===== src/rtl/clws_pkg.sv =====
// Shared types and constants for the character-LCD write sequencer.
// No dependencies; imported by char_lcd_write_sequencer_unit.
package clws_pkg;

  // Bits of the number field that are printed (two's complement).
  localparam int NUMBER_WIDTH = 32;
  // Decimal digits that cover the unsigned magnitude.
  localparam int DIGITS       = (NUMBER_WIDTH * 30103) / 100000 + 1;
  localparam int BCD_W        = DIGITS * 4;
  localparam int CONV_CNT_W   = $clog2(NUMBER_WIDTH + 1);
  localparam int DIGIT_CNT_W  = $clog2(DIGITS + 1);

  localparam int CMD_W        = 3;
  localparam int IN_DATA_W    = 48;
  localparam int LIST_DEPTH   = 5;
  localparam int LIST_CNT_W   = $clog2(LIST_DEPTH + 1);

  typedef enum logic [CMD_W-1:0] {
    CMD_WRITE_CMD  = 3'd0,
    CMD_WRITE_DATA = 3'd1,
    CMD_NUMBER     = 3'd2,
    CMD_CURSOR     = 3'd3,
    CMD_INIT       = 3'd4
  } command_t;

  // One queued bus byte; a bare item goes out as a single strobe in either mode.
  typedef struct packed {
    logic       bare;
    logic       rs;
    logic [7:0] data;
  } item_t;

  localparam logic [7:0] FUNC_SET_8BIT = 8'b0011_1000;
  localparam logic [7:0] DISPLAY_ON    = 8'b0000_1100;
  localparam logic [7:0] CLEAR_DISPLAY = 8'h01;
  localparam logic [7:0] NIB_FUNC_4BIT = 8'b0000_0010;
  localparam logic [7:0] NIB_LINES     = 8'b0000_1000;
  localparam logic [7:0] ASCII_ZERO    = 8'h30;
  localparam logic [7:0] ASCII_MINUS   = 8'h2D;

endpackage


===== src/rtl/char_lcd_write_sequencer_unit.sv =====
// Character-LCD write sequencer: turns requests into LCD bus strobes.
// Depends on clws_pkg.
//
// One request is taken at a time, and s_tready is high only while the
// sequencer is idle; the final strobe may still sit in the output register
// when the next request is taken. Strobes leave at one per cycle while the
// sink is ready. Byte, cursor and init requests send one to seven strobes (a
// byte is two strobes in four-bit mode). A number request first runs a
// bit-serial binary-to-BCD conversion, one magnitude bit per cycle, then
// drops leading zero digits one per cycle (up to DIGITS-1 = 9), then sends
// up to eleven bytes, 22 strobes in four-bit mode. bus_mode resets to
// four-bit and should only be written idle.
module char_lcd_write_sequencer_unit (
  input  logic                           clk,
  input  logic                           rst,
  input  logic                           cfg_wr_en,
  input  logic                           cfg_wr_data,  // bus_mode
  input  logic                           s_tvalid,
  output logic                           s_tready,
  // byte_value[7:0], number[39:8], column[45:40], row[46], zero[47]
  input  logic [clws_pkg::IN_DATA_W-1:0] s_tdata,
  input  logic [clws_pkg::CMD_W-1:0]     s_tuser,      // command
  output logic                           m_tvalid,
  input  logic                           m_tready,
  output logic [7:0]                     m_tdata,      // bus_value
  output logic                           m_tuser,      // reg_select
  output logic                           m_tlast       // last
);
  import clws_pkg::*;

  typedef enum logic [4:0] {
    ST_IDLE   = 5'b00001,
    ST_CONV   = 5'b00010,
    ST_SKIP   = 5'b00100,
    ST_LIST   = 5'b01000,
    ST_DIGITS = 5'b10000
  } state_t;

  state_t                  state, state_next;
  logic                    bus_mode;
  logic [CONV_CNT_W-1:0]   conv_cnt, conv_cnt_next;
  logic [NUMBER_WIDTH-1:0] mag, mag_next;
  logic [BCD_W-1:0]        bcd, bcd_next;
  logic [DIGIT_CNT_W-1:0]  digits_left, digits_left_next;
  logic                    num_mode, num_mode_next;
  item_t                   list [LIST_DEPTH];
  item_t                   list_next [LIST_DEPTH];
  logic [LIST_CNT_W-1:0]   list_cnt, list_cnt_next;
  logic                    nib_phase, nib_phase_next;

  logic [7:0]              byte_value;
  logic [NUMBER_WIDTH-1:0] num_raw;
  logic [5:0]              column;
  logic                    row;
  command_t                cmd;
  logic                    accept, can_load, emit, split, item_done, strobe_last;
  item_t                   cur;
  logic [7:0]              cur_val;
  logic [3:0]              top_digit;
  logic [BCD_W-1:0]        bcd_adj;

  assign byte_value = s_tdata[7:0];
  assign num_raw    = s_tdata[8 +: NUMBER_WIDTH];
  assign column     = s_tdata[45:40];
  assign row        = s_tdata[46];
  assign cmd        = command_t'(s_tuser);

  assign s_tready = (state == ST_IDLE);
  assign accept   = s_tvalid && s_tready;
  assign can_load = !m_tvalid || m_tready;
  assign top_digit = bcd[BCD_W-1 -: 4];

  // Double-dabble correction: each digit independently, before the shift.
  always_comb begin
    for (int i = 0; i < DIGITS; i++) begin
      bcd_adj[i*4 +: 4] = (bcd[i*4 +: 4] >= 4'd5) ? bcd[i*4 +: 4] + 4'd3 : bcd[i*4 +: 4];
    end
  end

  // Strobe currently at the head of the sequence.
  always_comb begin
    if (state == ST_DIGITS) begin
      cur = '{bare: 1'b0, rs: 1'b1, data: ASCII_ZERO | {4'h0, top_digit}};
    end else begin
      cur = list[0];
    end
    split     = bus_mode && !cur.bare;
    item_done = !split || nib_phase;
    if (!split) begin
      cur_val = cur.data;
    end else if (nib_phase) begin
      cur_val = {4'h0, cur.data[3:0]};
    end else begin
      cur_val = {4'h0, cur.data[7:4]};
    end
    emit = can_load && ((state == ST_LIST) || (state == ST_DIGITS));
    if (state == ST_DIGITS) begin
      strobe_last = item_done && (digits_left == DIGIT_CNT_W'(1));
    end else begin
      strobe_last = item_done && (list_cnt == LIST_CNT_W'(1)) && !num_mode;
    end
  end

  always_comb begin
    state_next       = state;
    conv_cnt_next    = conv_cnt;
    mag_next         = mag;
    bcd_next         = bcd;
    digits_left_next = digits_left;
    num_mode_next    = num_mode;
    list_cnt_next    = list_cnt;
    nib_phase_next   = nib_phase;
    for (int i = 0; i < LIST_DEPTH; i++) begin
      list_next[i] = list[i];
    end

    case (state)
      ST_IDLE: begin
        if (accept) begin
          nib_phase_next = 1'b0;
          num_mode_next  = 1'b0;
          case (cmd)
            CMD_WRITE_CMD: begin
              list_next[0]  = '{bare: 1'b0, rs: 1'b0, data: byte_value};
              list_cnt_next = LIST_CNT_W'(1);
              state_next    = ST_LIST;
            end
            CMD_WRITE_DATA: begin
              list_next[0]  = '{bare: 1'b0, rs: 1'b1, data: byte_value};
              list_cnt_next = LIST_CNT_W'(1);
              state_next    = ST_LIST;
            end
            CMD_CURSOR: begin
              // 0x80 | (row ? 0x40 + column : column), column below 64
              list_next[0]  = '{bare: 1'b0, rs: 1'b0, data: {1'b1, row, column}};
              list_cnt_next = LIST_CNT_W'(1);
              state_next    = ST_LIST;
            end
            CMD_INIT: begin
              if (bus_mode) begin
                list_next[0]  = '{bare: 1'b1, rs: 1'b0, data: NIB_FUNC_4BIT};
                list_next[1]  = '{bare: 1'b1, rs: 1'b0, data: NIB_FUNC_4BIT};
                list_next[2]  = '{bare: 1'b1, rs: 1'b0, data: NIB_LINES};
                list_next[3]  = '{bare: 1'b0, rs: 1'b0, data: DISPLAY_ON};
                list_next[4]  = '{bare: 1'b0, rs: 1'b0, data: CLEAR_DISPLAY};
                list_cnt_next = LIST_CNT_W'(5);
              end else begin
                list_next[0]  = '{bare: 1'b0, rs: 1'b0, data: FUNC_SET_8BIT};
                list_next[1]  = '{bare: 1'b0, rs: 1'b0, data: DISPLAY_ON};
                list_next[2]  = '{bare: 1'b0, rs: 1'b0, data: CLEAR_DISPLAY};
                list_cnt_next = LIST_CNT_W'(3);
              end
              state_next = ST_LIST;
            end
            CMD_NUMBER: begin
              // most negative value negates to itself, read as unsigned
              mag_next         = num_raw[NUMBER_WIDTH-1] ? (~num_raw + 1'b1) : num_raw;
              bcd_next         = '0;
              conv_cnt_next    = CONV_CNT_W'(NUMBER_WIDTH);
              digits_left_next = DIGIT_CNT_W'(DIGITS);
              num_mode_next    = 1'b1;
              list_next[0]     = '{bare: 1'b0, rs: 1'b1, data: ASCII_MINUS};
              list_cnt_next    = {{(LIST_CNT_W-1){1'b0}}, num_raw[NUMBER_WIDTH-1]};
              state_next       = ST_CONV;
            end
            default: ;  // unknown request: no strobes
          endcase
        end
      end
      ST_CONV: begin
        bcd_next      = {bcd_adj[BCD_W-2:0], mag[NUMBER_WIDTH-1]};
        mag_next      = {mag[NUMBER_WIDTH-2:0], 1'b0};
        conv_cnt_next = conv_cnt - 1'b1;
        if (conv_cnt == CONV_CNT_W'(1)) begin
          state_next = ST_SKIP;
        end
      end
      ST_SKIP: begin
        // keep at least one digit so zero prints as '0'
        if ((top_digit == 4'd0) && (digits_left != DIGIT_CNT_W'(1))) begin
          bcd_next         = {bcd[BCD_W-5:0], 4'h0};
          digits_left_next = digits_left - 1'b1;
        end else if (list_cnt != '0) begin
          state_next = ST_LIST;
        end else begin
          state_next = ST_DIGITS;
        end
      end
      ST_LIST: begin
        if (emit) begin
          nib_phase_next = split && !nib_phase;
          if (item_done) begin
            for (int i = 0; i < LIST_DEPTH - 1; i++) begin
              list_next[i] = list[i+1];
            end
            list_cnt_next = list_cnt - 1'b1;
            if (list_cnt == LIST_CNT_W'(1)) begin
              state_next = num_mode ? ST_DIGITS : ST_IDLE;
            end
          end
        end
      end
      ST_DIGITS: begin
        if (emit) begin
          nib_phase_next = split && !nib_phase;
          if (item_done) begin
            bcd_next         = {bcd[BCD_W-5:0], 4'h0};
            digits_left_next = digits_left - 1'b1;
            if (digits_left == DIGIT_CNT_W'(1)) begin
              state_next = ST_IDLE;
            end
          end
        end
      end
      default: state_next = ST_IDLE;
    endcase
  end

  always_ff @(posedge clk) begin
    if (rst) begin
      state     <= ST_IDLE;
      bus_mode  <= 1'b1;
      m_tvalid  <= 1'b0;
      num_mode  <= 1'b0;
      list_cnt  <= '0;
      nib_phase <= 1'b0;
    end else begin
      state     <= state_next;
      num_mode  <= num_mode_next;
      list_cnt  <= list_cnt_next;
      nib_phase <= nib_phase_next;
      if (cfg_wr_en) begin
        bus_mode <= cfg_wr_data;
      end
      if (emit) begin
        m_tvalid <= 1'b1;
      end else if (m_tready) begin
        m_tvalid <= 1'b0;
      end
    end
  end

  always_ff @(posedge clk) begin
    conv_cnt    <= conv_cnt_next;
    mag         <= mag_next;
    bcd         <= bcd_next;
    digits_left <= digits_left_next;
    for (int i = 0; i < LIST_DEPTH; i++) begin
      list[i] <= list_next[i];
    end
    if (emit) begin
      m_tdata <= cur_val;
      m_tuser <= cur.rs;
      m_tlast <= strobe_last;
    end
  end

  // Final strobe of a request always hands control back to idle.
  a_last_to_idle: assert property (@(posedge clk) disable iff (rst)
    (emit && strobe_last) |=> (state == ST_IDLE))
    else $error("last strobe did not end the request");

  a_digits_nonempty: assert property (@(posedge clk) disable iff (rst)
    (state == ST_DIGITS) |-> (digits_left != '0))
    else $error("digit phase with no digits left");

  a_list_nonempty: assert property (@(posedge clk) disable iff (rst)
    (state == ST_LIST) |-> (list_cnt != '0))
    else $error("list phase with empty list");

  a_number_converts: assert property (@(posedge clk) disable iff (rst)
    (accept && (s_tuser == CMD_NUMBER)) |=> ((state == ST_CONV) && (conv_cnt != '0)))
    else $error("number request did not start conversion");

endmodule

===== config.mk =====
export PLATFORM = sky130hd
export DESIGN_NAME = char_lcd_write_sequencer_unit
export DESIGN_NICKNAME = d
export VERILOG_FILES = /design/src/rtl/clws_pkg.sv /design/src/rtl/char_lcd_write_sequencer_unit.sv
export SDC_FILE = /design/constraint.sdc
export NUM_CORES = 1
export LEC_CHECK = 0
export BUFFER_PORTS_ARGS = -buffer_cell sky130_fd_sc_hd__clkbuf_2
export CORE_MARGIN = 2
export CORE_UTILIZATION = 35
export CTS_BUF_LIST = sky130_fd_sc_hd__clkbuf_16
export DETAILED_ROUTE_END_ITERATION = 8
export SETUP_SLACK_MARGIN = 0.4
export SLEW_MARGIN = 20
export SYNTH_ARGS = -nofsm -noshare
export SYNTH_HDL_FRONTEND = slang
export SYNTH_SLANG_ARGS = --single-unit
export TNS_END_PERCENT = 20

===== constraint.sdc =====
create_clock -name clk -period 6.72 [get_ports clk]
set_input_delay 1.344 -clock clk [delete_from_list [all_inputs] [get_ports clk]]
set_output_delay 1.344 -clock clk [all_outputs]
set_load 0.01 [all_outputs]

Word-level counts from Yosys, hierarchy flattened
Memories as Yosys holds them, arrays and structs flattened. Cells that the tools add are included.

$add $sub $neg: 14. Reduce and logical (&&, ||, !) cells: 35. $lt $le $gt $ge: 10. Bitwise logic cells: 1. Eq/ne operators: 27. Multiplexer cells: 67.

Operators with widths (count): $mux W40 (8); $pmux W40 S4 (1); $mux W32 (3); $pmux W40 S2 (1); $pmux W32 S2 (1); $mux W4 (15); $mux W5 (11); $mux W50 (1); $pmux W10 S5 (1); $ge A4 B3 Y1 const B (10); $add A4 B2 Y4 const B (9); $add A32 B1 Y32 const B (1); $not A32 Y32 (1); $mux W30 (1); $pmux W5 S5 (1); $mux W10 (2); $mux W20 (1); $mux W3 (5); $ne A2 B2 Y1 const B (7); $mux W6 (2); $pmux W4 S3 (1); $pmux W6 S2 (1); $reduce_and A6 Y1 (2); $ne A2 B1 Y1 const B (5); other kinds (38) (63).

Bits in registers: 104. Input bits: 57. Output and inout bits: 12. Bits in writable memories: 50. Memories: 1. Word-level logic and storage cells: 168.

Memory list: list (depth 5, bits a word 10, read ports 5, clocked after memory_dff 0, write ports 5, line char_lcd_write_sequencer_unit.sv:46) `item_t list [LIST_DEPTH];`.

Depth between registers and ports, before layout
Depth in word-level cells: 9. Depth in mapped cells: 8. Gate-level depth less buffers: 7.

Worst setup path after synthesis
No wires, ideal clock.

Path type: input port to flip-flop. Start: in s_tuser[1] in the netlist's numbering. End: reg conv_cnt[0] (enable). Path slack: 2.694 ns. Path buffers: 1. Data required time: 6.286 ns. Arrival: 3.593 ns. Stages on the path: 5. Path through: clkbuf_1 nand2b_1 nor2_1 a21oi_1 nor2_1.

Word-level cells in the longest chain between the ends: 3.

Ends and longest elaborated chain: start: declaration (line char_lcd_write_sequencer_unit.sv:22) `input logic [clws_pkg::CMD_W-1:0] s_tuser,`; $eq A3 B2 Y1 (line char_lcd_write_sequencer_unit.sv:122) `case (cmd)`; $ne A2 B1 Y1 (no source line); $reduce_and A3 Y1 (no source line); end signal: assignment (line char_lcd_write_sequencer_unit.sv:244) `conv_cnt <= conv_cnt_next;`; end: declaration (line char_lcd_write_sequencer_unit.sv:41) `logic [CONV_CNT_W-1:0] conv_cnt, conv_cnt_next;`.

No other way between the ends. A chain may end at the register's enable or synchronous reset.

Worst setup path in the final report
Start: in s_tuser[1] in the netlist's numbering. End: reg bcd[12] (enable).

Word-level cells in the longest chain between the ends: 3.

Ends and longest elaborated chain: $eq A3 B2 Y1 (line char_lcd_write_sequencer_unit.sv:122); $ne A2 B1 Y1 (no source line); $reduce_and A6 Y1 (no source line); end signal: assignment (line char_lcd_write_sequencer_unit.sv:246) `bcd <= bcd_next;`; end: declaration (line char_lcd_write_sequencer_unit.sv:43) `logic [BCD_W-1:0] bcd, bcd_next;`.

No other way between the ends.

==> results by group <==
CTS
  – Reg clk slew, reported paths: 0.06 ns
  – Clk buf depth: 2
  – TritonCTS buffer count: 17
  – CTS tree: yes
  – Clock Latency Late Sink: 0.42 ns
  – Post-CTS Resized: 0
  – Hold buffers post-CTS: 0
  – Setup bufs post-CTS: 0
  – CTS Sinks: 124
  – H-tree depth: 4
  – CTS root buf: clkbuf_16

Pwr
  – Comb pwr share: 0.116
  – Clk pwr share: 0.442
  – Pwr Density: 244 mW/mm2
  – Leakage power: 3.14 nW
  – P_sw: 0.528 mW
  – Total internal power: 1.57 mW
  – Register share of total power: 0.442
  – Sw Share: 0.251
  – Worst IR drop on VDD: 0.155 mV

Routing
  – Final ANT Viol Nets: 0
  – Via density: 5.04
  – First-pass iteration count of the detailed router: 5
  – Routed vias: 5529
  – Post-route DRC: 0
  – Final WL: 15000 um
  – Routed WL per cell: 13.7 um
  – First DRT Iteration DRCs: 318

STA
  – Clock skew: 0.00818 ns
  – Slew @ Worst Pin: 0.987 ns
  – Setup ws final: 3.43 ns
  – Finish-stage setup viols: 0
  – Post-Route Setup TNS: 0 ns
  – Fmax: 304 MHz
  – Final min period: 3.29 ns
  – Period utilization: 0.489
  – Fin. max-slew vios: 0
  – Slew margin rel.: 0.342
  – Final hold violation count: 0
  – RSZ-0062 raised after global routing: no

Hold path
  – Hold Crit Class: reg2reg
  – Hold path start: list[0][8]$_SDFFCE_PP0P_

Synthesis
  – Syn Nets: 834
  – #FFs+latches synth: 124
  – Count leader, synth: edfxtp_1
  – Post-synth top flop: edfxtp_1
  – Cell taking the most area after synthesis: edfxtp_1
  – Post-synthesis compound-gate area fraction: 0.170
  – Fraction of registers with async set/reset: 0
  – Register area share after synthesis: 0.488
  – Synth Area in Simple Gates: 0.187
  – Mux share of post-synthesis cell area: 0.00694
  – Synthesized area per cell: 9.88 um2
  – Share of the synthesized area in the top cell type: 0.455
  – Synth cell count leaders: edfxtp_1 (112), nand2_1 (102), o21ai_0 (80)
  – Synth cell types: 61
  – Synthesized area: 0.00739 mm2
  – Syn Inst Count: 748
  – Post-synth EDFFs: 112
  – Main combinational cell family by area after synthesis: simple AND/OR/NAND/NOR gates
  – YS warnings: 0
  – Post-Synth XOR/XNOR Area: 0.0616
  – Adder-Cell Fraction of Synth Area: 0.0491
  – Top post-synthesis cells by area: edfxtp_1 (46%), o21ai_0 (5.4%), nand2_1 (5.2%), ha_1 (4.9%), xor2_1 (3.8%)

Setup path
  – Worst Setup Path Type: in2reg
  – Reg2Reg Launch Point: state[1]$_SDFFE_PP0P_
  – Worst EP arrival: 3.33 ns
  – Critical path launch point type: primary input
  – Worst endpoint required time: 6.76 ns
  – Critical path origin: s_tuser[1]
  – Crit Path Max Fanout: 40
  – Crit. End Element: flop

Die
  – Starting Density: 0.354
  – I/O pin count: 69
  – Die Y: 149 um
  – Core area: 0.0209 mm2
  – Die area: 0.0223 mm2
  – Cell row count: 53
  – Die Width: 149 um

Cells and area
  – Share of layout cells above drive strength 1: 0.161
  – Area Growth Syn to Fin: 16.4%
  – Nets: 894
  – Final core occ: 0.412
  – Non-filler cells, final: 1096
  – Antenna Cells: 0

Place
  – Post-DP HPWL: 10200 um
  – Pre-CTS WS: 2.94 ns
  – Port bufs: 67
  – Placer Congestion: 0.787
  – Cells after DPL: 1063

GRT
  – Initial antenna violation count: 0
  – GR Overflow Total: 0
  – First-pass GRT wire length: 25600 um
  – Largest net degree at the start of global routing: 56
  – Total track usage: 0.141
  – Vias in the first global route: 5370

Flow run
  – MaxCap Viol Count: 0

Outcome
  – Status: complete, no violations
[sequential cells by signal, indices dropped and copies added, names as in the netlist]
| register | cells |
|---|---|
| m_tlast | 1 |
| m_tvalid | 1 |
| state | 5 |
| conv_cnt | 6 |
| num_mode | 1 |
| list_cnt | 3 |
| list | 20 |
| digits_left | 4 |
| mag | 32 |
| m_tdata | 8 |
| m_tuser | 1 |
| bcd | 40 |
| nib_phase | 1 |
| bus_mode | 1 |
[area by class of cell]
| class | count | area (um2) |
|---|---|---|
| repair buffers | 72 | 385 |
| clock buffers | 17 | 425 |
| clock inverters | 15 | 174 |
| fillers | 2031 | 12300 |
| inverters | 39 | 146 |
| multi-input cells | 554 | 3520 |
| flip-flops and latches | 124 | 3600 |
| well taps | 275 | 344 |
[kinds of logic (layout without fill, tap and decap cells)]
| group | Yosys count | after routing |
|---|---|---|
| xor+xnor | 52 | 52 |
| buf+inv | 70 | 143 |
| fa+ha+maj | 29 | 29 |
| flops | 124 | 124 |
| compound gates | 205 | 205 |
| simple gates | 263 | 263 |
| mux | 5 | 5 |
[power groups by stage]
stage | Sequential (mW) | Combinational [mW] | Clock (mW)
finish | 0.929 | 0.244 | 0.929
global placement | 0.945 | 0.240 | 0
global route | 0.935 | 0.276 | 0.979
CTS | 0.930 | 0.244 | 0.943
detailed placement | 0.945 | 0.243 | 0
floorplan | 0.933 | 0.170 | 0
[worst paths after layout]
kind         cells past startpoint  slack [ns]               endpoint
max reg2reg                      5        3.85      bcd[12]$_DFFE_PP_
min                              1        0.51  m_tuser$_SDFFCE_PP1P_
max                              5        3.43      bcd[12]$_DFFE_PP_
min reg2reg                      1        0.51  m_tuser$_SDFFCE_PP1P_
[critical path, stage by stage]
cell and delay, ns:
clkbuf_2 0.29, nand2b_1 0.25, nor3_1 0.33, o21a_1 0.27, or2_2 0.81
[cell usage in the layout, fill, tap and decap left out, types with 6 or more instances in the layout]
cell,count
edfxtp_1,112
nand2_1,101
o21ai_0,80
clkbuf_2,67
a21oi_1,54
nor2_1,47
inv_1,38
xor2_1,32
ha_1,29
nand2b_1,22
o31ai_1,22
xnor2_1,20
clkbuf_16,17
nor3b_1,15
nor2b_1,13
dfxtp_1,12
nor3_1,10
nand3_1,10
a22oi_1,9
o22ai_1,9
and3_1,7
o41ai_2,6
[metal layers]
metal	up-vias	GRT usage	wire, um
met5	-	0	0
met4	0	0.0433	191
met3	15	0.0339	545
met2	100	0.228	6930
met1	2592	0.188	7310
li1	2822	-	-
[per-stage QoR]
| step | hold WS, ns | power (mW) | cell area, um2 |
|---|---|---|---|
| CTS | 0.517 | 2.12 | 8580 |
| global route | 0.531 | 2.19 | 8600 |
| detailed placement | 0.507 | 1.19 | 7980 |
| finish | 0.509 | 2.10 | 8600 |
| floorplan | 0.477 | 1.10 | 7390 |
| global placement | 0.501 | 1.18 | 7980 |
(Power assumes the default switching activity.)
